**config.mk**
```make
export PLATFORM = sky130hd
export DESIGN_NAME = hfdl_queue
export DESIGN_NICKNAME = d
export VERILOG_FILES = /design/src/hfdl_pkg.sv /design/src/hfdl_queue.sv
export SDC_FILE = /design/constraint.sdc
export NUM_CORES = 1
export LEC_CHECK = 0
export ABC_AREA = 1
export BUFFER_PORTS_ARGS = -buffer_cell sky130_fd_sc_hd__buf_4
export CORE_ASPECT_RATIO = 0.9
export CORE_MARGIN = 2
export CORE_UTILIZATION = 40
export DETAILED_ROUTE_END_ITERATION = 10
export PLACE_DENSITY_LB_ADDON = 0.3
export SLEW_MARGIN = 20
export SYNTH_ARGS = -nofsm -noshare
export SYNTH_HDL_FRONTEND = slang
export SYNTH_SLANG_ARGS = --single-unit
```
**constraint.sdc**
```tcl
create_clock -name clk -period 1.3 [get_ports clk]
set_clock_uncertainty 0.05 [all_clocks]
set_input_delay 0.065 -clock clk [delete_from_list [all_inputs] [get_ports clk]]
set_output_delay 0.065 -clock clk [all_outputs]
set_load 0.02 [all_outputs]
```
**src/hfdl_pkg.sv**
```systemverilog
// Shared definitions for the Hermite fractional delay line.
// Default parameter values, fixed field widths, queue status and the back-end state type.
// No dependencies.
package hfdl_pkg;

	localparam int DEF_RING_DEPTH    = 32768;
	localparam int DEF_SAMPLE_BITS   = 24;
	localparam int DEF_FRACTION_BITS = 16;

	// The delay field has a fixed width whatever the ring depth.
	localparam int DELAY_BITS  = 31;
	localparam int QUEUE_DEPTH = 2;

	typedef struct packed {
		logic full;
		logic empty;
	} hfdl_q_status_t;

	typedef enum logic [2:0] {
		BK_IDLE,
		BK_READ,
		BK_DRAIN,
		BK_COEF,
		BK_MUL,
		BK_DONE
	} hfdl_back_state_t;

endpackage

```
**src/hfdl_queue.sv**
```systemverilog
// Short FIFO between the front and back ends of the delay line.
// Uses hfdl_pkg for its depth and status type.
module hfdl_queue import hfdl_pkg::*; #(
	parameter int WIDTH = 8,
	parameter int DEPTH = QUEUE_DEPTH
) (
	input  logic             clk,
	input  logic             arst_n,
	input  logic             in_valid,
	output logic             in_ready,
	input  logic [WIDTH-1:0] in_data,
	output logic             out_valid,
	input  logic             out_ready,
	output logic [WIDTH-1:0] out_data,
	output hfdl_q_status_t   status
);

	localparam int PTR = (DEPTH > 1) ? $clog2(DEPTH) : 1;

	logic [WIDTH-1:0] slot_q [DEPTH];
	logic [PTR-1:0]   wr_q;
	logic [PTR-1:0]   rd_q;
	logic [PTR:0]     count_q;
	logic             push;
	logic             pop;

	assign status.full  = (count_q == (PTR+1)'(DEPTH));
	assign status.empty = (count_q == '0);
	assign in_ready     = !status.full;
	assign out_valid    = !status.empty;
	assign out_data     = slot_q[rd_q];
	assign push         = in_valid && in_ready;
	assign pop          = out_valid && out_ready;

	always_ff @(posedge clk) begin
		if (push) begin
			slot_q[wr_q] <= in_data;
		end
	end

	always_ff @(posedge clk or negedge arst_n) begin
		if (!arst_n) begin
			wr_q    <= '0;
			rd_q    <= '0;
			count_q <= '0;
		end else begin
			if (push) begin
				wr_q <= (wr_q == PTR'(DEPTH - 1)) ? '0 : wr_q + PTR'(1);
			end
			if (pop) begin
				rd_q <= (rd_q == PTR'(DEPTH - 1)) ? '0 : rd_q + PTR'(1);
			end
			if (push && !pop) begin
				count_q <= count_q + (PTR+1)'(1);
			end else if (pop && !push) begin
				count_q <= count_q - (PTR+1)'(1);
			end
		end
	end

endmodule

```
# ---- After elaboration in Yosys (flattened, before gate mapping)
# Memory sizes are Yosys's and may differ from the RTL's.
# Index checks and enable logic that the tools add are counted.
dict set report word_totals {
  inputBits 12
  memories 1
  elab_cells 25
  ramBits 16
  out_inout_bits 12
  regBits 4
}
# memory depth word_bits rd rd_clocked_by_memory_dff write_ports line_no
set mem_list {}
lappend mem_list {slot_q 2 8 1 0 1 hfdl_queue.sv:20} ;# logic [WIDTH-1:0] slot_q [DEPTH];
dict set report classes {
  reduce_logical 10
  eq_ne 1
  addsub 4
  mux 6
}
# cell count
set ops {}
lappend ops {{$logic_and 1x1->1} 4}
lappend ops {{$logic_not 1->1} 4}
lappend ops {{$mux 1} 4}
lappend ops {{$mux 2} 2}
lappend ops {{$add 1x1->1 const B} 2}
lappend ops {{$add 2x1->2 const B} 1}
lappend ops {{$eq 2x2->1 const B} 1}
lappend ops {{$logic_not 2->1} 1}
lappend ops {{$reduce_bool 2->1} 1}
lappend ops {{$sub 2x1->2 const B} 1}

# ---- Logic depth before layout (Yosys ltp)
# Gate-level depths: netlist of the first run.
dict set report depth {
  ltp_word 7
  ltp_mapped 9
  depth_no_buf 9
}

# ---- Least setup slack after synthesis of the first run
# No wires, ideal clock.
dict set report synth_path {
  kind {register to register}
  startpoint {reg count_q[0]}
  endpoint {reg count_q[1]}
  required_time_ns 1.133
  slack_ns -0.237
  arrival_time_ns 1.370
  setup_ns 0.117
  synth_period_minus_slack_ns 1.537
  path_stages_with_launch 9
  n_path_buf 0
  path_cell_list {dfrtp_1 -> nor2_2 -> inv_4 -> nand2_4 -> ha_1 -> inv_1 -> nand3_1 -> nand2_1 -> nand2_1}
}
# element line_no
set synth_lines {}
lappend synth_lines {{start, declared} hfdl_queue.sv:23} ;# logic [PTR:0] count_q;
lappend synth_lines {{start signal, assigned} hfdl_queue.sv:54} ;# count_q <= count_q + (PTR+1)'(1);
lappend synth_lines {{start signal, assigned} hfdl_queue.sv:56} ;# count_q <= count_q - (PTR+1)'(1);

# ---- Worst setup path in the final report of the first run
dict set report layout_path {
  startpoint {reg count_q[1]}
  endpoint {mem slot_q[0][4], enable pin}
}
dict set report layout_between {
  elab_chain_len 5
}
# element line_no
set layout_lines {}
lappend layout_lines {{$eq 2x2->1} hfdl_queue.sv:27} ;# assign status.full = (count_q == (PTR+1)'(DEPTH));
lappend layout_lines {{$logic_not 1->1} hfdl_queue.sv:29} ;# assign in_ready = !status.full;
lappend layout_lines {{$logic_and 1x1->1} hfdl_queue.sv:32} ;# assign push = in_valid && in_ready;
lappend layout_lines {{$mux 1} hfdl_queue.sv:36} ;# if (push) begin
lappend layout_lines {{$mux 1 (not written as such)} hfdl_queue.sv:37} ;# slot_q[wr_q] <= in_data;
lappend layout_lines {{end, declared} hfdl_queue.sv:20}
# Every way passes these cells.

==> out/metrics.yaml, run 1 <==
outcome: "finished, violations left"
violations: "setup timing"
slew_headroom_pct: 83.9
crit_buf_inv: 3
drive_gt1_share_pct: 44.6
critPathLaunchType: "flop"
preCtsSetupSlack_ps: -43.6
port-buffer-count: 23
period_minus_slack_ps: 1320
postRouteAntennaNets: 0
pin_count: 24
ys_top_cells_by_area: "edfxtp_1 (57%), nand2_1 (14%), dfrtp_1 (12%)"
drv_slew: 0
worstMarginPinSlew_ps: 241
final_cell_mix: "nand2_1 (31), buf_4 (26), edfxtp_1 (16)"
hold_class: "input pin to asynchronous set/reset pin"
htree_levels: 1
gp_congestion: 0.756
fill_cells: 144
timing.fmax_mhz: 756
vdd_drop_max_v: 0.00132
r2r_end: "slot_q[0][4]$_DFFE_PP_"
core_mm2: 0.00195
die-area_mm2: 0.00249
p_leak_uw: 0.000596
cts_tree: "built"
synth_top_area_share_pct: 57.1
drtIter0Drc: 9
finalCritPeriodShare_pct: 102
rows: 15
grt-ovfl-total: 0
crit_family: "flip-flops"
cts_buffers: 3
final-instance-count-excl-fill: 146
ys_ff_latch: 20
setup_viol: 9
first_pass_iters: 6
crit_required_ps: 1270
crit_chain: "inv_2 > nor2_4 > nor2_4 > nand2_2 > inv_2 > buf_6"
ff2ff_path_depth: 6
postPlaceCellArea_mm2: 0.00110
die_width_um: 52.4
clock-sinks: 20
fin_nets: 135
powerDensity_mw_per_mm2: 2190
syn_area_per_cell_um2: 11.2
yosysTopAreaCell: "edfxtp_1"
die_y_um: 47.5
multi_input_area_um2: 251
grt_pass1_vias: 528
start_util_pct: 43.1
yosysWarnings: 0
hold_viol: 0
grt_max_degree: 12
synthesis.instances: 75
clock-root-buffer: "clkbuf_4"
r2r_slack_ps: -20
vias: 638
max-cap-violations: 0
grt_usage_pct: 13.6
design_area_mm2: 0.00131
ys_types: 16
setup_ws_ps: -21.9
wl_um: 1550
synth.cell_area_um2: 842
grt_pass1_wl_um: 2240
drc: 0
rsz0062_at_grt: "true"
ys_seq_area_share_pct: 68.9
critPathArrivalTime_ps: 1290
antennaDiodeCount: 0
antenna_found_initial: 0
clk_latency_ps: 290
cpMaxStageDelayCell: "dfrtp_2"
synth_nets: 88
clk_pin_slew_ps: 100
r2r-start: "count_q[1]$_DFFE_PN0P_"
endpoint_kind: "flop"
clockBufferDepth: 2
critPathMaxFanout: 4
setup_tns_ps: -152
syn2layout_area_growth_pct: 55.7
dp_cells: 126
regArea_um2: 584
worst-setup-path-type: "flop to flop"
vias_per_cell: 4.37
wl_per_cell_um: 10.6
hpwl_um: 1070
slowest_delay_ps: 450
final_common_cell: "nand2_1"
state kept, by name (all words and copies together), names as in the netlist:
signal   flops
count_q      2
rd_q         1
slot_q      16
wr_q         1
stage by stage:
| step | utilization [%] | hold WS (ps) | total power (µW) |
|---|---|---|---|
| after floorplan | - | -281 | 1850 |
| after global placement | 56.5 | -184 | 2340 |
| after detailed placement | 56.5 | -186 | 2380 |
| after CTS | 64.9 | 36.0 | 2750 |
| after global routing | 67.2 | 49.9 | 3050 |
| final | 67.2 | 57.3 | 2870 |
cell type report:
class	count	share of cell area [%]
Timing Repair Buffer	43	28.4
Tap cell	25	2.39
Sequential cell	20	44.6
Multi-Input combinational cell	44	19.2
Inverter	10	3.44
Clock buffer	4	2.00
worst register-to-register path: cells and delay by family, from the launching register on:
| kind | cells | cell delay (ps) |
|---|---|---|
| AND/OR/NAND/NOR | 3 | 250 |
| flip-flops | 1 | 450 |
| buffers and inverters | 3 | 310 |
synthesized netlist by cell type:
master	count
nor2_4	2
dfrtp_1	4
ha_1	1
buf_2	1
xnor2_1	1
edfxtp_1	16
inv_1	6
inv_4	1
nand2_4	1
nor2_1	1
nand2_1	31
nand4_1	1
nand2_2	3
nor2_2	1
inv_2	3
nand3_1	2
logic make-up (layout without fill, tap and decap cells):
kind of cell	count (synthesis)	in the layout	synth area share (%)
XOR/XNOR	1	1	1.04
adder cells (fa/ha/maj)	1	1	1.49
buffers and inverters	11	57	5.35
flip-flops	20	20	68.9
AND/OR/NAND/NOR	42	42	23.2
power by group:
| group | internal (µW) | switching [µW] | total (µW) |
|---|---|---|---|
| combinational | 721 | 849 | 1570 |
| clock | 120 | 165 | 284 |
| sequential | 899 | 118 | 1020 |
| total | 1740 | 1130 | 2870 |
routing by layer:
metal	wire length, µm	vias to the layer above	part of all wire (%)	GRT usage [%]
met3	65	3	4.2	4.69
met1	604	284	39	13.6
li1	-	331	-	-
met2	869	20	56	25.3
met5	0	-	0	0
met4	12	0	0.77	7.69
worst max-delay path by stage:
stage / startpoint / to / depth (start not counted)
after CTS: count_q[1]$_DFFE_PN0P_ / count_q[1]$_DFFE_PN0P_ / 8
after global routing: count_q[1]$_DFFE_PN0P_ / slot_q[0][4]$_DFFE_PP_ / 6
final: count_q[1]$_DFFE_PN0P_ / slot_q[0][4]$_DFFE_PP_ / 6
after floorplan: count_q[0]$_DFFE_PN0P_ / count_q[1]$_DFFE_PN0P_ / 8
after detailed placement: count_q[1]$_DFFE_PN0P_ / slot_q[0][6]$_DFFE_PP_ / 6
after global placement: count_q[1]$_DFFE_PN0P_ / slot_q[0][6]$_DFFE_PP_ / 6
what timing repair did:
action / in CTS / in global routing
pin swaps: 2 / 3
cloned: 0 / 0
hold buffers: 11 / 0
resized for setup: 4 / 8
setup buffers: 2 / 3
hold endpoints to repair: 22 / 0
setup endpoints to repair: 17 / 27
Power figures use the tool's default switching activity.
==> run 2: changes to the inputs <==
--- a/config.mk
+++ b/config.mk
@@ -5,10 +5,8 @@
 export SDC_FILE = /design/constraint.sdc
 export NUM_CORES = 1
 export LEC_CHECK = 0
-export ABC_AREA = 1
 export BUFFER_PORTS_ARGS = -buffer_cell sky130_fd_sc_hd__buf_4
 export CORE_ASPECT_RATIO = 0.9
-export CORE_MARGIN = 2
 export CORE_UTILIZATION = 40
 export DETAILED_ROUTE_END_ITERATION = 10
 export PLACE_DENSITY_LB_ADDON = 0.3
==> run 2 against run 1 <==
The run still ends with setup timing left. Die area shrank 13%. Largest cell class unchanged. Area after synthesis shrank 5.6%. Largest power group unchanged. Final cell count shrank 17%. Utilization grew 11 points. Sequential cell count is the same. Clock power grew 4%. Maximum frequency shrank 6.7%. Worst hold slack lost 2.8 ps. Global-route usage grew 4.6 points.
==> out/metrics.yaml, run 2 <==
cts_buffers: 3  # unchanged
grt_usage_pct: 18.3  # +4.6 points
critPathMaxFanout: 4  # unchanged
vias_per_cell: 4.50  # +2.9%
clockBufferDepth: 2  # unchanged
final_cell_mix: "buf_6 (21), buf_4 (19), edfxtp_1 (16)"
vias: 544  # -15%
outcome: "finished, violations left"
violations: "setup timing"
ys_top_cells_by_area: "edfxtp_1 (60%), dfrtp_1 (13%), mux2_2 (11%)"
worst-setup-path-type: "flop to primary output"
clock-sinks: 20  # unchanged
critPathArrivalTime_ps: 1300  # about the same
top_register: "slot_q"
grt_max_degree: 12  # unchanged
period_minus_slack_ps: 1420  # +94.9 ps
ys_ff_latch: 20  # unchanged
largest_reg_flops: 16  # unchanged
synth_edf_count: 16  # unchanged
yosysWarnings: 0  # unchanged
grt_pass1_wl_um: 2720  # +21%
antennaDiodeCount: 0  # unchanged
synth-main-ff-cell: "edfxtp_1"
setup_viol: 28  # +19
setup_tns_ps: -2210  # -2060 ps
synth.cell_area_um2: 795  # -5.6%
die_width_um: 49.0  # -6.5%
clk_pin_slew_ps: 110  # about the same
drv_slew: 0  # unchanged
final_core_util_pct: 78.2  # +11 points
drc: 0  # unchanged
yosysTopAreaCell: "edfxtp_1"
drive_gt1_share_pct: 66.0  # +21 points
syn2layout_area_growth_pct: 74.2
power.total_uw: 3190  # +11%
syn_area_per_cell_um2: 17.7  # +57%
synth.top_cells.by_count: "edfxtp_1 (16), mux2_2 (8), dfrtp_1 (4), inv_1 (3), xnor2_1 (3)"
switchingPower_uw: 1070  # -5.2%
drtIter0Drc: 7  # -2
grt-ovfl-total: 0  # unchanged
worstMarginPinSlew_ps: 179  # -61.7 ps
core_mm2: 0.00177  # -9.4%
ys_seq_area_share_pct: 73.1  # +4.1 points
p_leak_uw: 0.000598  # +0.29%
ys_types: 14  # -2
synth_nets: 58  # -34%
yosysMostFrequentCell: "edfxtp_1"
endpoint_kind: "primary output"
gp_congestion: 0.693  # -8.3%
p_comb_share_pct: 59.3  # +4.6 points
die_y_um: 44.3  # -6.8%
wl_per_cell_um: 14.5  # +37%
grt_pass1_vias: 594  # +13%
powerDensity_mw_per_mm2: 2300  # +5.2%
vdd_drop_max_v: 0.00170  # +29%
timing.fmax_mhz: 706  # -6.7%
die-area_mm2: 0.00217  # -13%
first_pass_iters: 4  # -2
clock-root-buffer: "clkbuf_4"
pwr-share-clk_pct: 9.3  # -0.6 points
postRouteAntennaNets: 0  # unchanged
finalCritPeriodShare_pct: 109  # +7.3 points
pin_count: 24  # unchanged
internal_power_uw: 2110  # +22%
htree_levels: 1  # unchanged
ff2ff_path_depth: 6  # unchanged
wl_um: 1760  # +13%
hold_viol: 0  # unchanged
swShare_pct: 33.7  # -5.8 points
cts_tree: "built"
rows: 14  # -1
hold_class: "input pin to asynchronous set/reset pin"
synthesis.instances: 45  # -40%
setup_ws_ps: -117  # -94.9 ps
synth_top_area_share_pct: 60.5  # +3.4 points
fin_nets: 111  # -18%
rsz0062_at_grt: "true"
slew_headroom_pct: 88.1  # +4.2 points
max-cap-violations: 0  # unchanged
crit_required_ps: 1190  # -80 ps
critPathLaunchType: "flop"
biggestRegsByFlops: "slot_q: 16 flops, count_q: 2 flops"
seqPwrFrac_pct: 31.4  # -4.0 points
port-buffer-count: 23  # unchanged
start_util_pct: 44.9  # +1.8 points
final_common_cell: "buf_6"
antenna_found_initial: 0  # unchanged
ys_async_sr_fraction_pct: 20.0  # unchanged
clk_latency_ps: 290  # about the same
-- run 2: changes by cell type in the layout (fill, tap and decap cells not counted), moves of 3 or more --
cell | previous run | this run
buf_4 | 26 | 19
buf_6 | 6 | 21
inv_1 | 4 | 0
mux2_4 | 0 | 6
nand2_1 | 31 | 0
nor2_4 | 4 | 1
-- run 2: path summary, 6_finish.rpt --
| check | start | to | slack, ps |
|---|---|---|---|
| max in group asynchronous | arst_n | rd_q$_DFFE_PN0P_ | 1030 |
| min in group clk | out_ready | rd_q$_DFFE_PN0P_ | 80 |
| hold reg to reg | wr_q$_DFFE_PN0N_ | wr_q$_DFFE_PN0N_ | 520 |
| hold / removal | arst_n | rd_q$_DFFE_PN0P_ | 50 |
| setup / recovery | rd_q$_DFFE_PN0P_ | out_data[3] | -120 |
| setup reg to reg | count_q[0]$_DFFE_PN0P_ | count_q[1]$_DFFE_PN0P_ | -90 |
-- run 2: layout make-up --
cell class                 instances  area, µm²
sequential                        20        582
multi-input combinational         21        263
clock buffer                       3       22.5
inverter                           3       13.8
tap                               24       30.0
clock inverter                     1       3.75
timing repair buffer              49        469
fill                              95        385
-- run 2: power by group through the flow --
stage,clock (µW),combinational (µW),sequential [µW]
3_5_place_dp,0,1270,1040
3_3_place_gp,0,1260,1030
2_1_floorplan,0,782,977
4_1_cts,300,1740,984
5_1_grt,336,1990,1020
6_report,296,1890,1000
-- run 2: logic make-up (layout without fill, tap and decap cells) --
kind of cell  count (synthesis)  count (layout)  share of synthesized area, %
mux                           8               8                          11.3
fa+ha+maj                     1               1                          1.57
flops                        20              20                          73.1
simple gates                  7               7                          6.46
xor+xnor                      5               5                          5.51
buf+inv                       4              56                          2.05
-- run 2: repair_timing --
action / in CTS / in global routing
hold buffers: 9 / 0
setup buffers: 6 / 1
pin swaps: 6 / 6
endpoints found under the setup margin: 23 / 29
endpoints found under the hold margin: 20 / 0
resized for setup: 24 / 12
-- run 2: critical path, cell delays in order, from the launching register on --
cell	delay, ps
dfrtp_2	440
buf_6	140
mux2_4	300
buf_6	130
-- run 2: routing by layer --
| layer | GRT usage [%] | up-vias | share of wire (%) |
|---|---|---|---|
| met5 | 0 | - | 0 |
| met4 | 8.82 | 0 | 0.68 |
| met3 | 3.09 | 2 | 2.3 |
| met2 | 35.3 | 11 | 57 |
| met1 | 19.7 | 271 | 40 |
| li1 | - | 260 | - |
-- run 2: stage by stage --
step           hold slack [ps]  std cells  setup slack, ps  instance area [µm²]
2_1_floorplan             -281         45             -116                  820
3_3_place_gp              -185        101            -57.3                 1090
3_5_place_dp              -182        101             -107                 1090
4_1_cts                   29.4        120             -108                 1340
5_1_grt                   40.1        121             -186                 1380
6_report                  54.5        121             -117                 1380
==> run 3: changes to the inputs <==
--- a/config.mk
+++ b/config.mk
@@ -6,8 +6,11 @@
 export NUM_CORES = 1
 export LEC_CHECK = 0
 export BUFFER_PORTS_ARGS = -buffer_cell sky130_fd_sc_hd__buf_4
+export CELL_PAD_IN_SITES_DETAIL_PLACEMENT = 0
+export CELL_PAD_IN_SITES_GLOBAL_PLACEMENT = 1
 export CORE_ASPECT_RATIO = 0.9
-export CORE_UTILIZATION = 40
+export CORE_UTILIZATION = 38
+export CTS_BUF_LIST = sky130_fd_sc_hd__clkbuf_2
 export DETAILED_ROUTE_END_ITERATION = 10
 export PLACE_DENSITY_LB_ADDON = 0.3
 export SLEW_MARGIN = 20
==> run 3 against run 2 <==
Maximum frequency fell by 2.2%. Global-route usage fell by 4.1 points. Critical path type unchanged. The flow still finishes with violations (setup timing). Routed wire length fell by 23%. Utilization fell by 7.4 points. Die area rose by 5.0%. Critical endpoint is now out_data[6]. Design area fell by 1.1%. Via count fell by 2.6%. Register-to-register slack got worse by 20 ps. Sequential power barely moved.
==> out/metrics.yaml, run 3 (synthesis gave the netlist of run 2 again) <==
syn2layout_area_growth_pct: 72.3
hold_class: "input pin to flop"
grt_usage_pct: 14.1  # -4.1 points
regArea_um2: 582  # unchanged
period_minus_slack_ps: 1450  # +31.8 ps
gp_congestion: 0.757  # +9.2%
violations: "setup timing"
hpwl_um: 867
drtIter0Drc: 16  # +9
crit_chain: "buf_6 > mux2_4 > buf_6"
largest_reg_flops: 16  # unchanged
wl_per_cell_um: 11.3  # -22%
clockBufferDepth: 2  # unchanged
grt_pass1_vias: 541  # -8.9%
cpMaxStageDelayCell: "dfrtp_2"
critPathArrivalTime_ps: 1330  # +30 ps
grt_max_degree: 13  # +1
postRouteAntennaNets: 0  # unchanged
drv_slew: 0  # unchanged
wl_um: 1360  # -23%
p_comb_share_pct: 54.5  # -4.8 points
ff2ff_path_depth: 7  # +1
cpMostUsedCell: "buf_6"
slowest_delay_ps: 460  # +20 ps
htree_levels: 1  # unchanged
start_util_pct: 41.1  # -3.8 points
finalCritPeriodShare_pct: 111  # +2.4 points
antenna_found_initial: 0  # unchanged
crit_required_ps: 1190  # about the same
endpoint_kind: "primary output"
clock-sinks: 20  # unchanged
outcome: "finished, violations left"
whs_ps: 54.2  # -0.238 ps
cts_buffers: 3  # unchanged
grt_pass1_wl_um: 2240  # -18%
cts_tree: "built"
drc: 0  # unchanged
fin_nets: 109  # -1.8%
final_common_cell: "buf_6"
grt-ovfl-total: 0  # unchanged
core_mm2: 0.00193  # +9.3%
internal_power_uw: 2150  # +1.9%
vias: 530  # -2.6%
powerDensity_mw_per_mm2: 2310  # +0.13%
die-area_mm2: 0.00228  # +5.0%
vdd_drop_max_v: 0.00169  # -0.54%
rsz0062_at_grt: "true"
port-buffer-count: 23  # unchanged
critPathMaxFanout: 5  # +1
drive_gt1_share_pct: 65.3  # -0.72 points
final_cell_mix: "buf_6 (20), buf_4 (17), edfxtp_1 (16)"
clock-root-buffer: "clkbuf_2"
clk_latency_ps: 310  # +20 ps
swShare_pct: 31.8  # -1.9 points
top_register: "slot_q"
rows: 15  # +1
timing.fmax_mhz: 690  # -2.2%
biggestRegsByFlops: "slot_q: 16 flops, count_q: 2 flops"
worst-setup-path-type: "flop to primary output"
worstMarginPinSlew_ps: 210  # +30.7 ps
hold_viol: 0  # unchanged
die_y_um: 45.4  # +2.5%
multi_input_area_um2: 244  # -7.1%
fill_cells: 134  # +41%
critPathLaunchType: "flop"
p_leak_uw: 0.000576  # -3.6%
preCtsSetupSlack_ps: -73.1  # +33.6 ps
max-cap-violations: 0  # unchanged
r2r_slack_ps: -110  # -20 ps
clk_pin_slew_ps: 190  # +80 ps
vias_per_cell: 4.42  # -1.8%
slew_headroom_pct: 86.0  # -2.1 points
whs_path_depth: 4
setup_ws_ps: -149  # -31.8 ps
die_width_um: 50.2  # +2.5%
seqPwrFrac_pct: 31.1  # -0.3 points
power.total_uw: 3160  # -0.96%
pwr-share-clk_pct: 14.3  # +5.0 points
setup_viol: 21  # -25%
switchingPower_uw: 1000  # -6.6%
pin_count: 24  # unchanged
final_core_util_pct: 70.8  # -7.4 points
antennaDiodeCount: 0  # unchanged
first_pass_iters: 3  # -1
run 3: final timing paths:
path | startpoint | end
setup / recovery | rd_q$_DFFE_PN0P_ | out_data[6]
hold / removal | out_ready | rd_q$_DFFE_PN0P_
setup reg to reg | count_q[0]$_DFFE_PN0P_ | count_q[1]$_DFFE_PN0P_
hold reg to reg | wr_q$_DFFE_PN0N_ | wr_q$_DFFE_PN0N_
max in group asynchronous | arst_n | rd_q$_DFFE_PN0P_
min in group asynchronous | arst_n | count_q[0]$_DFFE_PN0P_
run 3: metrics by stage:
step,setup TNS (ps),cells,instance area (µm²)
2_1_floorplan,-116,45,820
3_3_place_gp,-244,99,1070
4_1_cts,-1770,119,1340
6_report,-1670,120,1370
5_1_grt,-2840,120,1370
3_5_place_dp,-602,99,1070
run 3: timing repair:
| item | CTS | global route |
|---|---|---|
| endpoints found under the hold margin | 20 | 0 |
| hold buffers | 10 | 0 |
| pin swaps | 6 | 1 |
| setup buffers | 6 | 1 |
| setup endpoints to repair | 27 | 29 |
| resized for setup | 28 | 4 |
run 3: cell type report:
class / instances / area share [%]
clock buffer: 3 / 1.10
clock inverter: 1 / 2.19
inverter: 3 / 1.01
multi-input combinational: 21 / 17.8
sequential: 20 / 42.5
tap: 25 / 2.29
timing repair buffer: 47 / 33.1
run 3: power groups by stage:
stage	Combinational, µW	Clock (µW)	Sequential (µW)
final	1720	453	983
after global routing	1840	485	1000
after CTS	1670	462	979
after detailed placement	1210	0	1040
after global placement	1210	0	1030
after floorplan	782	0	977
run 3: layer usage:
metal  GRT usage (%)  vias to the layer above  share of wire (%)
met5               0                        -                  0
met4            6.86                        0                1.0
met3            3.00                        2                4.1
met2            25.3                       14                 53
met1            16.3                      257                 42
li1                -                      257                  -
run 3: critical path: cells and delay by family, from the launching register on:
| kind | cells | cell delay, ps |
|---|---|---|
| buffers and inverters | 2 | 270 |
| flip-flops | 1 | 460 |
| multiplexers | 1 | 300 |
