[src/hfdl_pkg.sv]
// Shared definitions for the Hermite fractional delay line.
// Default parameter values, fixed field widths, queue status and the back-end state type.
// No dependencies.
package hfdl_pkg;

	localparam int DEF_RING_DEPTH    = 32768;
	localparam int DEF_SAMPLE_BITS   = 24;
	localparam int DEF_FRACTION_BITS = 16;

	// The delay field has a fixed width whatever the ring depth.
	localparam int DELAY_BITS  = 31;
	localparam int QUEUE_DEPTH = 2;

	typedef struct packed {
		logic full;
		logic empty;
	} hfdl_q_status_t;

	typedef enum logic [2:0] {
		BK_IDLE,
		BK_READ,
		BK_DRAIN,
		BK_COEF,
		BK_MUL,
		BK_DONE
	} hfdl_back_state_t;

endpackage

[src/hfdl_front.sv]
// Front end: accepts input items, saturates the delay and works out the read position.
// Tracks the write index and the ring fill count. Uses hfdl_pkg.
module hfdl_front import hfdl_pkg::*; #(
	parameter int RING_DEPTH    = DEF_RING_DEPTH,
	parameter int SAMPLE_BITS   = DEF_SAMPLE_BITS,
	parameter int FRACTION_BITS = DEF_FRACTION_BITS
) (
	input  logic clk,
	input  logic arst_n,
	input  logic s_tvalid,
	output logic s_tready,
	// sample_left, sample_right, delay_q16, zero pad
	input  logic [((2*SAMPLE_BITS+DELAY_BITS+7)/8)*8-1:0] s_tdata,
	output logic q_valid,
	input  logic q_ready,
	// fr, pos0, fill, write index, sample_right, sample_left (lowest first)
	output logic [2*SAMPLE_BITS+3*$clog2(RING_DEPTH)+1+FRACTION_BITS-1:0] q_data
);

	localparam int AB = $clog2(RING_DEPTH);
	localparam int PB = AB + FRACTION_BITS;
	localparam int CW = (PB + 1 > DELAY_BITS) ? PB + 1 : DELAY_BITS + 1;
	localparam logic [CW-1:0] D_ONE = CW'(1) << FRACTION_BITS;
	localparam logic [CW-1:0] D_MAX = CW'(RING_DEPTH - 4) << FRACTION_BITS;

	logic [AB-1:0]          wi_q;
	logic [AB:0]            fill_q;
	logic [DELAY_BITS-1:0]  delay;
	logic [CW-1:0]          d_ext;
	logic [CW-1:0]          d_sat;
	logic [PB-1:0]          pos;
	logic                   accept;

	assign delay  = s_tdata[2*SAMPLE_BITS+DELAY_BITS-1:2*SAMPLE_BITS];
	assign d_ext  = {{(CW-DELAY_BITS){1'b0}}, delay};
	assign accept = s_tvalid && q_ready;

	always_comb begin
		if (d_ext < D_ONE) begin
			d_sat = D_ONE;
		end else if (d_ext > D_MAX) begin
			d_sat = D_MAX;
		end else begin
			d_sat = d_ext;
		end
	end

	// The ring span is a power of two, so the wrap is the natural overflow of PB bits.
	assign pos = {wi_q, {FRACTION_BITS{1'b0}}} - d_sat[PB-1:0];

	assign s_tready = q_ready;
	assign q_valid  = s_tvalid;
	assign q_data   = {s_tdata[SAMPLE_BITS-1:0], s_tdata[2*SAMPLE_BITS-1:SAMPLE_BITS],
		wi_q, fill_q, pos[PB-1:FRACTION_BITS], pos[FRACTION_BITS-1:0]};

	always_ff @(posedge clk or negedge arst_n) begin
		if (!arst_n) begin
			wi_q   <= '0;
			fill_q <= '0;
		end else if (accept) begin
			wi_q <= wi_q + AB'(1);
			// Slots are written in index order from zero, so the count tells written from not.
			if (!fill_q[AB]) begin
				fill_q <= fill_q + (AB+1)'(1);
			end
		end
	end

endmodule

[config.mk]
export PLATFORM = sky130hd
export DESIGN_NAME = hfdl_front
export DESIGN_NICKNAME = d
export VERILOG_FILES = /design/src/hfdl_pkg.sv /design/src/hfdl_front.sv
export SDC_FILE = /design/constraint.sdc
export NUM_CORES = 1
export LEC_CHECK = 0
export BUFFER_PORTS_ARGS = -buffer_cell sky130_fd_sc_hd__buf_4
export CAP_MARGIN = 20
export CORE_AREA = 2 2 87 89
export CTS_CLUSTER_DIAMETER = 200
export CTS_CLUSTER_SIZE = 28
export DETAILED_ROUTE_END_ITERATION = 10
export DIE_AREA = 0 0 89 91
export PLACE_DENSITY = 0.88
export SYNTH_ARGS = -nofsm -noshare
export SYNTH_HDL_FRONTEND = slang
export SYNTH_SLANG_ARGS = --single-unit
[constraint.sdc]
create_clock -name clk -period 3.1 [get_ports clk]
set_input_delay 0.31 -clock clk [delete_from_list [all_inputs] [get_ports clk]]
set_output_delay 0.31 -clock clk [all_outputs]
set_load 0.02 [all_outputs]
Word level (Yosys, flattened, before mapping)
Index checks and enable logic that the tools add are counted.
{"block": "op_classes", "n_reduce_logical": 2, "bitwise_logic": 1, "mux": 3, "n_lt_le_gt_ge": 2, "n_addsub": 3}
{"cell": "2-to-1 mux 31 bit", "count": 2}
{"cell": "greater-than comparator 31 bit (second input constant)", "count": 1}
{"cell": "< comparator 31 x 17 -> 1 bit (second input constant)", "count": 1}
{"cell": "subtractor 31 bit", "count": 1}
{"cell": "adder 16 x 1 -> 16 bit (second input constant)", "count": 1}
{"cell": "2-to-1 mux 16 bit", "count": 1}
{"cell": "adder 15 x 1 -> 15 bit (second input constant)", "count": 1}
{"cell": "AND reduction 2 bit", "count": 1}
{"cell": "logical AND 1 bit", "count": 1}
{"cell": "inverter 1 bit", "count": 1}
{"block": "word_totals", "wordCells": 14, "output_inout_bits": 112, "in_bits": 84, "register_bits": 31}

Depth between registers and ports, before layout
Gate-level depths: netlist (run 1).
{"block": "logic_depth", "word_depth": 4, "ltp_mapped": 10, "depth_no_buf": 10}

Least setup slack after synthesis (run 1)
Ideal clock, no wire load.
{"block": "synth_path", "path_kind": "input port to output port", "from": "input s_tdata[50]", "to": "output q_data[24]", "path_stages": 9, "slack_ns": -0.407, "arrival_ns": 3.197, "t_required_ns": 2.790, "path_cell_list": "or4_4 nor4_4 a41oi_1 nor2_1 nand2_1 ha_1 nand2_1 o31ai_1 o311ai_0"}
{"block": "synth_between", "elab_chain_cells": 4}
{"item": "start, declared", "line": "hfdl_front.sv:13", "source": "input logic [((2*SAMPLE_BITS+DELAY_BITS+7)/8)*8-1:0] s_tdata,"}
{"item": "greater-than comparator 31 bit", "line": "hfdl_front.sv:41", "source": "end else if (d_ext > D_MAX) begin"}
{"item": "2-to-1 mux 31 bit", "line": "hfdl_front.sv:41"}
{"item": "2-to-1 mux 31 bit (*)", "line": "hfdl_front.sv:39", "source": "if (d_ext < D_ONE) begin"}
{"item": "subtractor 31 bit (*)", "line": "hfdl_front.sv:49", "source": "assign pos = {wi_q, {FRACTION_BITS{1'b0}}} - d_sat[PB-1:0];"}
{"item": "end, declared", "line": "hfdl_front.sv:17", "source": "output logic [2*SAMPLE_BITS+3*$clog2(RING_DEPTH)+1+FRACTION_BITS-1:0] q_data"}
Mark *: on every way between the ends. The rest lies on a longest branch, timed or not.

Worst setup path in the final report (run 1)
{"block": "layout_path", "from": "input s_tdata[74]", "to": "output q_data[29]"}
Same word-level chain as after synthesis.

==> impl_metrics.json, run 1 <==
{
  "outcome": "finished with violations",
  "violations": "negative setup slack",
  "clock.fmax_mhz": 320,
  "grt_first_pass_wirelength_um": 14400,
  "clk_latency_ps": 280,
  "vias": 3080,
  "power_leakage_uw": 0.00198,
  "antenna_found_initial": 0,
  "clock_path_buffers": 2,
  "fill_cells": 654,
  "final_cell_mix": "121 x buf_4, 36 x nand2_1, 33 x xnor2_1",
  "final_common_cell": "buf_4",
  "track_usage": 0.221,
  "setup_viol": 2,
  "diodes": 0,
  "tightest_slew_ps": 648,
  "synth_nets": 473,
  "netlist_instances": 371,
  "fin_skew_ps": 4.66,
  "ys_types": 51,
  "setup_tns_ps": -29.1,
  "grt_max_degree": 32,
  "overflow": 0,
  "start_util": 0.430,
  "cts_max_level": 2,
  "ios": 196,
  "fin_util": 0.572,
  "syn2layout_area_growth_pct": 33.2,
  "die_w_um": 89,
  "cts_buffers": 5,
  "maxCapViolations": 0,
  "drv_slew": 0,
  "worstPathMaxFanout": 4,
  "holdWs_ps": 423,
  "cp-end-kind": "output pin",
  "fin_nets": 554,
  "dieArea_um2": 8100,
  "dp_hpwl_um": 7190,
  "rows": 31,
  "cp.arrival_ps": 2810,
  "crit_required_ps": 2790,
  "dr.pass1.iters": 4,
  "fin_crit_ps": 3120,
  "drcViolationCount": 0,
  "post_drt_wl_per_cell_um": 16.8,
  "crit_type": "in -> out",
  "portBuffers": 98,
  "fin_ws_ps": -22.8,
  "ant_nets": 0,
  "yosysWarnings": 0,
  "fin_crit_sh": 1.01,
  "final_cell_area_um2": 4080,
  "startpoint_type": "primary input",
  "syn_area_um2": 3070,
  "hold_viol": 0,
  "clock_sinks": 31,
  "synth_edf_count": 0,
  "hold_class": "in -> reg",
  "ir_worst_vdd_uv": 561,
  "power_density_nw_per_um2": 563,
  "grt_pass1_vias": 3167,
  "die_h_um": 91,
  "drt_iter0_markers": 131,
  "syn_area_per_cell_um2": 8.26,
  "path_clk_slew_ps": 70,
  "root_buffer": "clkbuf_8",
  "synthArstFlopShare": 1.00,
  "synth_seq_cells": 31,
  "viasPerCell": 5.58,
  "ys_seq_area_frac": 0.253,
  "synth_ff_type": "dfrtp_1",
  "cts_tree": "done",
  "drive_above_1_share": 0.375,
  "placed_area_um2": 3730,
  "wirelength_um": 9260,
  "slew_headroom": 0.564,
  "gp_congestion": 0.890,
  "grt_setup_unrepaired": "yes",
  "coreArea_um2": 7140
}
[cell usage after synthesis (10+ instances only)]
library cell,number,area [um^2]
buf_4,50,375
nand2_1,39,146
xnor2_1,33,289
dfrtp_1,31,776
nor2_1,24,90.1
inv_1,21,78.8
ha_1,18,225
xor2_1,15,131
a21oi_1,13,65.1
and3_1,13,81.3
nand3_1,11,55.1
nand4_1,10,62.6
o21ai_0,10,50.1
[final timing paths]
kind / start / endpoint / slack (ps) / cells past startpoint
setup / recovery: s_tdata[74] / q_data[29] / -20 / 12
hold / removal: q_ready / wi_q[0]$_DFFE_PN0P_ / 420 / 3
setup reg to reg: wi_q[1]$_DFFE_PN0P_ / wi_q[10]$_DFFE_PN0P_ / 1400 / 6
hold reg to reg: fill_q[11]$_DFFE_PN0P_ / fill_q[11]$_DFFE_PN0P_ / 500 / 1
max in group asynchronous: arst_n / fill_q[11]$_DFFE_PN0P_ / 2340 / 2
min in group asynchronous: arst_n / fill_q[12]$_DFFE_PN0P_ / 490 / 2
[metrics by stage]
step / setup slack [ps] / std cells / total power [uW]
2_1_floorplan: -161 / 371 / 1340
3_3_place_gp: -66.1 / 540 / 1740
3_5_place_dp: -141 / 540 / 1780
4_1_cts: -3.70 / 550 / 2230
5_1_grt: -89.6 / 552 / 2430
6_report: -22.8 / 552 / 2300
[layer usage]
metal	global-route usage	wire (um)	up-vias
met4	0.121	431	0
met3	0.0545	706	45
met1	0.221	3110	1454
met5	0	0	-
met2	0.405	5010	156
li1	-	-	1425
[cells by family (layout without fill, tap and decap cells)]
logic type / Yosys count / in the layout / share of synthesized area
and+or+nand+nor: 130 / 130 / 0.216
buffers and inverters: 75 / 157 / 0.153
AOI/OAI and AO/OA: 66 / 66 / 0.156
xor gates and xnor gates: 48 / 48 / 0.137
DFF: 31 / 31 / 0.253
adders and majority gates: 18 / 18 / 0.0735
muxes: 3 / 3 / 0.0106
[power by group]
group	switching, uW	internal (uW)
registers	125	482
logic	691	591
clock network	149	260
total	964	1330
[flip-flops by register name, indices dropped and copies added (netlist names)]
| register | cells |
|---|---|
| wi_q | 15 |
| fill_q | 16 |
[critical path, stage by stage]
cell       delay, ps
buf_4            120
nor4_1           450
and4_1           320
a21oi_2           50
ha_2             170
a21o_1           180
a31o_4           250
o22a_2           290
a2111oi_4        320
mux2i_1          130
nand2_1           90
buf_4            140
[timing repair]
action,in CTS,in global routing
hold endpoints to repair,31,0
hold buffers,1,0
endpoints found under the setup margin,8,15
setup buffers,1,2
pin swaps,3,13
resized for setup,8,33
[final cells by class]
class                   instances  area (um^2)  share of cell area
repair buffers                128          993               0.243
inverters                      21         78.8              0.0193
multi-input cells             265         1990               0.488
clock inverters                 2         35.0             0.00858
well taps                      99          124              0.0303
clock buffers                   6         82.6              0.0202
flip-flops and latches         31          776               0.190
Power figures use the tool's default switching activity.
==> inputs of run 2 (changes only) <==
--- a/config.mk
+++ b/config.mk
@@ -5,14 +5,15 @@
 export SDC_FILE = /design/constraint.sdc
 export NUM_CORES = 1
 export LEC_CHECK = 0
+export ABC_AREA = 1
 export BUFFER_PORTS_ARGS = -buffer_cell sky130_fd_sc_hd__buf_4
 export CAP_MARGIN = 20
-export CORE_AREA = 2 2 87 89
+export CORE_AREA = 2 2 94 96
 export CTS_CLUSTER_DIAMETER = 200
 export CTS_CLUSTER_SIZE = 28
 export DETAILED_ROUTE_END_ITERATION = 10
-export DIE_AREA = 0 0 89 91
-export PLACE_DENSITY = 0.88
+export DIE_AREA = 0 0 96 98
+export PLACE_DENSITY = 0.85
 export SYNTH_ARGS = -nofsm -noshare
 export SYNTH_HDL_FRONTEND = slang
 export SYNTH_SLANG_ARGS = --single-unit
==> run 2 against run 1 <==
Register-to-register slack worse by 140 ps. Synthesized cell count is 47% higher. Critical endpoint is now q_data[30]. Largest cell class unchanged. Count of clock-buffer cells in the layout stayed put. Die area is 16% higher. Non-clock buffer count is 18 lower. Highest routed layer unchanged. Maximum frequency is 8.1% higher. Routed wire length is 3.7% higher. Area after synthesis is 17% higher. Clock power hardly changed. The flow now finishes without violations.
==> impl_metrics.json, run 2 <==
{
  "syn_area_um2": 3600,
  "power_frac_comb": 0.545,
  "synth_top_area_frac": 0.216,
  "cts_tree": "done",
  "cts_buffers": 5,
  "crit_chain": "buf_4 > nor2_1 > nand2_1 > nor2_1 > nand3_1 > nand2_2 > nand2_1 > ha_1 > a21oi_2 > o21a_1 > o21bai_2 > a21oi_2 > buf_4 > nor2_1 > nor2_1 > nand2_1 > nand2_1 > nand2_1 > buf_4",
  "grt_pass1_vias": 3333,
  "power.share.clock": 0.203,
  "drv_slew": 0,
  "r2r-end": "fill_q[14]$_DFFE_PN0P_",
  "ant_nets": 0,
  "clock.fmax_mhz": 346,
  "synthArstFlopShare": 1.00,
  "synth_seq_cells": 31,
  "fin_skew_ps": 2.79,
  "root_buffer": "clkbuf_8",
  "crit_required_ps": 2790,
  "crit-reg2reg-launch": "fill_q[15]$_DFFE_PN0P_",
  "die_h_um": 98,
  "coreArea_um2": 8470,
  "synthMuxAreaShare": 0,
  "worstPathMaxFanout": 4,
  "tightest_slew_ps": 483,
  "post_drt_wl_per_cell_um": 13.3,
  "cp-end-kind": "output pin",
  "antenna_found_initial": 0,
  "critPathMaxStageDelay_ps": 310,
  "fin_ws_ps": 210,
  "power.switching_uw": 850,
  "crit_type": "in -> out",
  "yosys-top-cells-area": "dfrtp_1 22%, nand2_1 13%, buf_4 10%",
  "outcome": "completed",
  "crit_path_end": "q_data[30]",
  "fin_crit_sh": 0.932,
  "power_leakage_uw": 0.00242,
  "dieArea_um2": 9410,
  "drive_above_1_share": 0.243,
  "track_usage": 0.199,
  "startpoint_type": "primary input",
  "fin_nets": 713,
  "cpMaxStageDelayCell": "ha_1",
  "hold_viol": 0,
  "drcViolationCount": 0,
  "synth_edf_count": 0,
  "maxCapViolations": 0,
  "power_density_nw_per_um2": 468,
  "grt_first_pass_wirelength_um": 15000,
  "dp_worst_setup_slack_ps": 170,
  "p_seq_frac": 0.252,
  "min_from": "q_ready",
  "synth_nets": 649,
  "rows": 34,
  "hold_class": "in -> reg",
  "vias": 3553,
  "dr.pass1.iters": 4,
  "synth_top_area_cell": "dfrtp_1",
  "final_common_cell": "nand2_1",
  "die_w_um": 96,
  "viasPerCell": 4.93,
  "p_sw_frac": 0.421,
  "final_cell_mix": "126 x nand2_1, 109 x buf_4, 71 x inv_1",
  "cp-startpoint": "s_tdata[57]",
  "reg2reg_slack_ps": 1260,
  "holdWs_ps": 476,
  "cpMostUsedCell": "nand2_1",
  "clock_path_buffers": 2,
  "synth_compound_area_frac": 0.0783,
  "drt_iter0_markers": 131,
  "ys_seq_area_frac": 0.216,
  "ys_types": 34,
  "grt_max_degree": 32,
  "crit_family": "simple AND/OR/NAND/NOR gates",
  "p_int_uw": 1170,
  "wirelength_um": 9600,
  "netlist_instances": 547,
  "cp.depth": 19,
  "ys_top_cells_by_count": "126 x nand2_1, 71 x inv_1, 67 x nor2_1",
  "synthSimpleGateAreaFrac": 0.350,
  "synth_ff_type": "dfrtp_1",
  "slew_headroom": 0.674,
  "cp.arrival_ps": 2580,
  "largestRegisters": "fill_q (16), wi_q (15)",
  "yosysWarnings": 0,
  "ir_worst_vdd_uv": 325,
  "synth-xor-area-share": 0.107,
  "gp_congestion": 0.913,
  "dp_hpwl_um": 8050,
  "yosysMostFrequentCell": "nand2_1",
  "ios": 196,
  "diodes": 0,
  "start_util": 0.425,
  "path_clk_slew_ps": 60,
  "fin_crit_ps": 2890,
  "clk_latency_ps": 280,
  "cts_max_level": 2,
  "syn_area_per_cell_um2": 6.58,
  "setup_viol": 0,
  "largest_register_ff_count": 16,
  "syn2layout_area_growth_pct": 19.7,
  "overflow": 0,
  "synth_top_family_by_area": "simple AND/OR/NAND/NOR gates",
  "rr_worst_depth": 7,
  "portBuffers": 98,
  "synth_fa_ha_area_frac": 0.0626,
  "clock_sinks": 31,
  "largest-register": "fill_q",
  "crit_buf_inv": 3
}
run 2: cell types whose count changed in the layout (fill, tap and decap cells not counted), moves of 5 or more:
| cell | delta |
|---|---|
| nor2_1 | +43 |
| buf_4 | -12 |
| nand2_1 | +90 |
| xnor2_1 | -13 |
| o21ai_1 | +5 |
| nand2_2 | +6 |
| nor2_2 | +7 |
| and3_1 | -12 |
| a21oi_1 | +8 |
| xor2_1 | +9 |
| inv_1 | +50 |
| nand3_1 | +37 |
run 2: metal layers:
| metal | global-route usage | up-vias | share of wire |
|---|---|---|---|
| li1 | - | 1808 | - |
| met1 | 0.235 | 1612 | 0.41 |
| met2 | 0.349 | 117 | 0.49 |
| met3 | 0.0494 | 16 | 0.076 |
| met4 | 0.0571 | 0 | 0.017 |
| met5 | 0 | - | 0 |
run 2: area by class of cell:
cell class                 instances  area, um^2
fill                             822        4160
multi-input combinational        390        2170
timing repair buffer             110         828
sequential                        31         776
inverter                          73         275
tap                              108         135
clock buffer                       6        82.6
clock inverter                     2        35.0
run 2: logic make-up after synthesis:
family                   count (synthesis)
AND/OR/NAND/NOR                        280
buffers and inverters                  126
AO/OA/AOI/OAI                           48
XOR/XNOR                                44
flip-flops                              31
adder cells (fa/ha/maj)                 18
run 2: metrics by stage:
step                      power [uW]  cell area (um^2)  utilization  cells  TNS, ps
after floorplan                 1220              3600            -    547        0
after global placement          1520              4120        0.487    707        0
after detailed placement        1550              4120        0.487    707        0
after CTS                       1970              4250        0.502    716        0
after global routing            2170              4300        0.508    720    -17.1
final                           2020              4300        0.508    720        0
run 2: power by group through the flow:
stage                     Clock [uW]  Combinational (uW)  Sequential (uW)
final                            409                1100              508
after floorplan                    0                 666              555
after global placement             0                1010              513
after detailed placement           0                1030              514
after CTS                        416                1040              508
after global routing             438                1210              516
run 2: worst reg2reg max path: cells and delay by family (launching register included):
kind / cells / cell delay, ps
and+or+nand+nor: 6 / 1190
DFF: 1 / 400
xor gates and xnor gates: 1 / 150
run 2: timing repair:
item | in CTS | in global routing
endpoints found under the setup margin | 0 | 6
setup buffers | 0 | 4
endpoints found under the hold margin | 31 | 0
gates resized for setup | 0 | 6
hold buffers | 1 | 0
run 2: worst min path at each step:
stage	end	slack [ps]	depth (start not counted)
detailed placement	wi_q[10]$_DFFE_PN0P_	260	1
CTS	wi_q[1]$_DFFE_PN0P_	480	4
floorplan	fill_q[0]$_DFFE_PN0P_	10	0
finish	wi_q[1]$_DFFE_PN0P_	480	4
global placement	wi_q[10]$_DFFE_PN0P_	260	1
global route	wi_q[1]$_DFFE_PN0P_	490	4
==> inputs of run 3 (changes only) <==
==> config.mk (replaced) <==
export PLATFORM = sky130hd
export DESIGN_NAME = hfdl_front
export DESIGN_NICKNAME = d
export VERILOG_FILES = /design/src/hfdl_pkg.sv /design/src/hfdl_front.sv
export SDC_FILE = /design/constraint.sdc
export NUM_CORES = 1
export LEC_CHECK = 0
export BUFFER_PORTS_ARGS = -buffer_cell sky130_fd_sc_hd__buf_4
export CAP_MARGIN = 20
export CORE_AREA = 2 2 105 107
export CTS_CLUSTER_DIAMETER = 200
export CTS_CLUSTER_SIZE = 28
export DETAILED_ROUTE_END_ITERATION = 10
export DIE_AREA = 0 0 107 109
export PLACE_DENSITY = 0.66
export RECOVER_POWER = 100
export SYNTH_ARGS = -nofsm -noshare
export SYNTH_HDL_FRONTEND = slang
export SYNTH_SLANG_ARGS = --single-unit
==> run 3 against run 2 <==
Largest cell class unchanged. Non-clock buffer count grew 35. Via count shrank 14%. Routed wire length shrank 2.1%. Sequential power grew 19%. Register-to-register slack gained 170 ps. The run now ends with max-capacitance violations, max-slew violations, negative setup slack left. Largest power group unchanged. Core utilization shrank 12 points.
==> impl_metrics.json, run 3 (synthesis results as in run 1) <==
{
  "fin_crit_ps": 3170,
  "path_clk_slew_ps": 70,
  "crit_type": "in -> out",
  "grt_max_degree": 32,
  "drcViolationCount": 0,
  "gp_congestion": 0.863,
  "hold_class": "in -> reg",
  "hold_viol": 0,
  "fin_util": 0.390,
  "power.share.clock": 0.177,
  "setup_viol": 4,
  "violations": "max-capacitance violations, max-slew violations, negative setup slack",
  "ant_nets": 0,
  "fin_nets": 571,
  "final_cells": 610,
  "worstPathMaxFanout": 4,
  "cpMaxStageDelayCell": "or4_4",
  "largest-register": "fill_q",
  "clock_sinks": 31,
  "outcome": "finished with violations",
  "fin_crit_sh": 1.02,
  "root_buffer": "clkbuf_8",
  "p_seq_frac": 0.262,
  "largestRegisters": "fill_q (16), wi_q (15)",
  "holdWs_ps": 443,
  "maxCapViolations": 1,
  "ir_worst_vdd_uv": 374,
  "antenna_found_initial": 0,
  "p_sw_frac": 0.428,
  "critPathMaxStageDelay_ps": 580,
  "diodes": 0,
  "overflow": 0,
  "fin_skew_ps": 10.1,
  "crit_chain": "buf_8 > nand4_1 > or4_4 > nand2_4 > ha_4 > a21o_1 > a31o_4 > o22a_4 > buf_6 > a21oi_2 > o21ai_1 > xor2_1 > buf_4",
  "track_usage": 0.159,
  "viasPerCell": 5.01,
  "dp_cells": 595,
  "drive_above_1_share": 0.323,
  "power_frac_comb": 0.561,
  "cts_buffers": 5,
  "crit_required_ps": 2790,
  "p_int_uw": 1320,
  "dp_hpwl_um": 7540,
  "clk_latency_ps": 280,
  "die_w_um": 107,
  "start_util": 0.289,
  "final_common_cell": "buf_4",
  "cp.arrival_ps": 2860,
  "clock_path_buffers": 2,
  "wirelength_um": 9400,
  "placed_area_um2": 3880,
  "drt_iter0_markers": 73,
  "fin_ws_ps": -68.8,
  "power_leakage_uw": 0.00193,
  "cts_tree": "done",
  "slew_headroom": -0.102,
  "syn2layout_area_growth_pct": 34.8,
  "largest_register_ff_count": 16,
  "drv_slew": 32,
  "cp-end-kind": "output pin",
  "post_drt_wl_per_cell_um": 15.4,
  "coreArea_um2": 10600,
  "die_h_um": 109,
  "grt_setup_unrepaired": "yes",
  "grt_pass1_vias": 3057,
  "rows": 38,
  "dieArea_um2": 11700,
  "dr.pass1.iters": 4,
  "tightest_slew_ps": 1650,
  "setup_tns_ps": -162,
  "power.switching_uw": 990,
  "final_cell_area_um2": 4130,
  "ios": 196,
  "grt_first_pass_wirelength_um": 14900,
  "cts_max_level": 2,
  "power_density_nw_per_um2": 560,
  "startpoint_type": "primary input",
  "portBuffers": 98,
  "clock.fmax_mhz": 316,
  "vias": 3055,
  "final_cell_mix": "103 x buf_4, 36 x nand2_1, 34 x clkbuf_1"
}
-- run 3: final cells by class --
class,instances,area (um^2)
clock buffers,6,82.6
repair buffers,145,993
multi-input cells,265,1990
well taps,140,175
clock inverters,2,35.0
inverters,21,78.8
fillers,1111,6470
flip-flops and latches,31,776
-- run 3: per-layer routing --
metal	vias up	share of wire	global-route usage
met2	136	0.50	0.283
li1	1462	-	-
met1	1425	0.39	0.178
met3	32	0.080	0.0448
met4	0	0.032	0.0686
met5	-	0	0
-- run 3: worst paths after layout --
path	start	end	slack (ps)	cells past startpoint
min	q_ready	wi_q[0]$_DFFE_PN0P_	440	3
max	s_tdata[68]	q_data[23]	-70	13
max in group asynchronous	arst_n	wi_q[7]$_DFFE_PN0P_	1150	2
min in group asynchronous	arst_n	wi_q[9]$_DFFE_PN0P_	990	2
min reg2reg	fill_q[11]$_DFFE_PN0P_	fill_q[11]$_DFFE_PN0P_	490	1
max reg2reg	wi_q[0]$_DFFE_PN0P_	wi_q[10]$_DFFE_PN0P_	1430	6
-- run 3: power by group through the flow --
stage | Clock, uW | Sequential [uW] | Combinational [uW]
6_report | 410 | 606 | 1300
3_5_place_dp | 0 | 610 | 1220
4_1_cts | 422 | 610 | 1280
3_3_place_gp | 0 | 607 | 1200
2_1_floorplan | 0 | 677 | 661
5_1_grt | 441 | 623 | 1410
-- run 3: critical path, delay by kind of cell --
kind / cells / cell delay, ps
XOR/XNOR: 1 / 180
AND/OR/NAND/NOR: 3 / 840
adder cells (fa/ha/maj): 1 / 200
AO/OA/AOI/OAI: 5 / 930
buffers and inverters: 3 / 390
-- run 3: what timing repair did --
item | 4_1_cts | 5_1_grt
hold buffers | 1 | 0
setup endpoints to repair | 10 | 10
pin swaps | 12 | 15
setup buffers | 3 | 3
resized for setup | 21 | 20
hold endpoints to repair | 31 | 0
-- run 3: through the flow --
step / setup WS [ps] / power (uW)
final: -68.8 / 2310
after detailed placement: -223 / 1830
after floorplan: -161 / 1340
after global placement: -196 / 1800
after global routing: -136 / 2470
after CTS: -91.8 / 2320
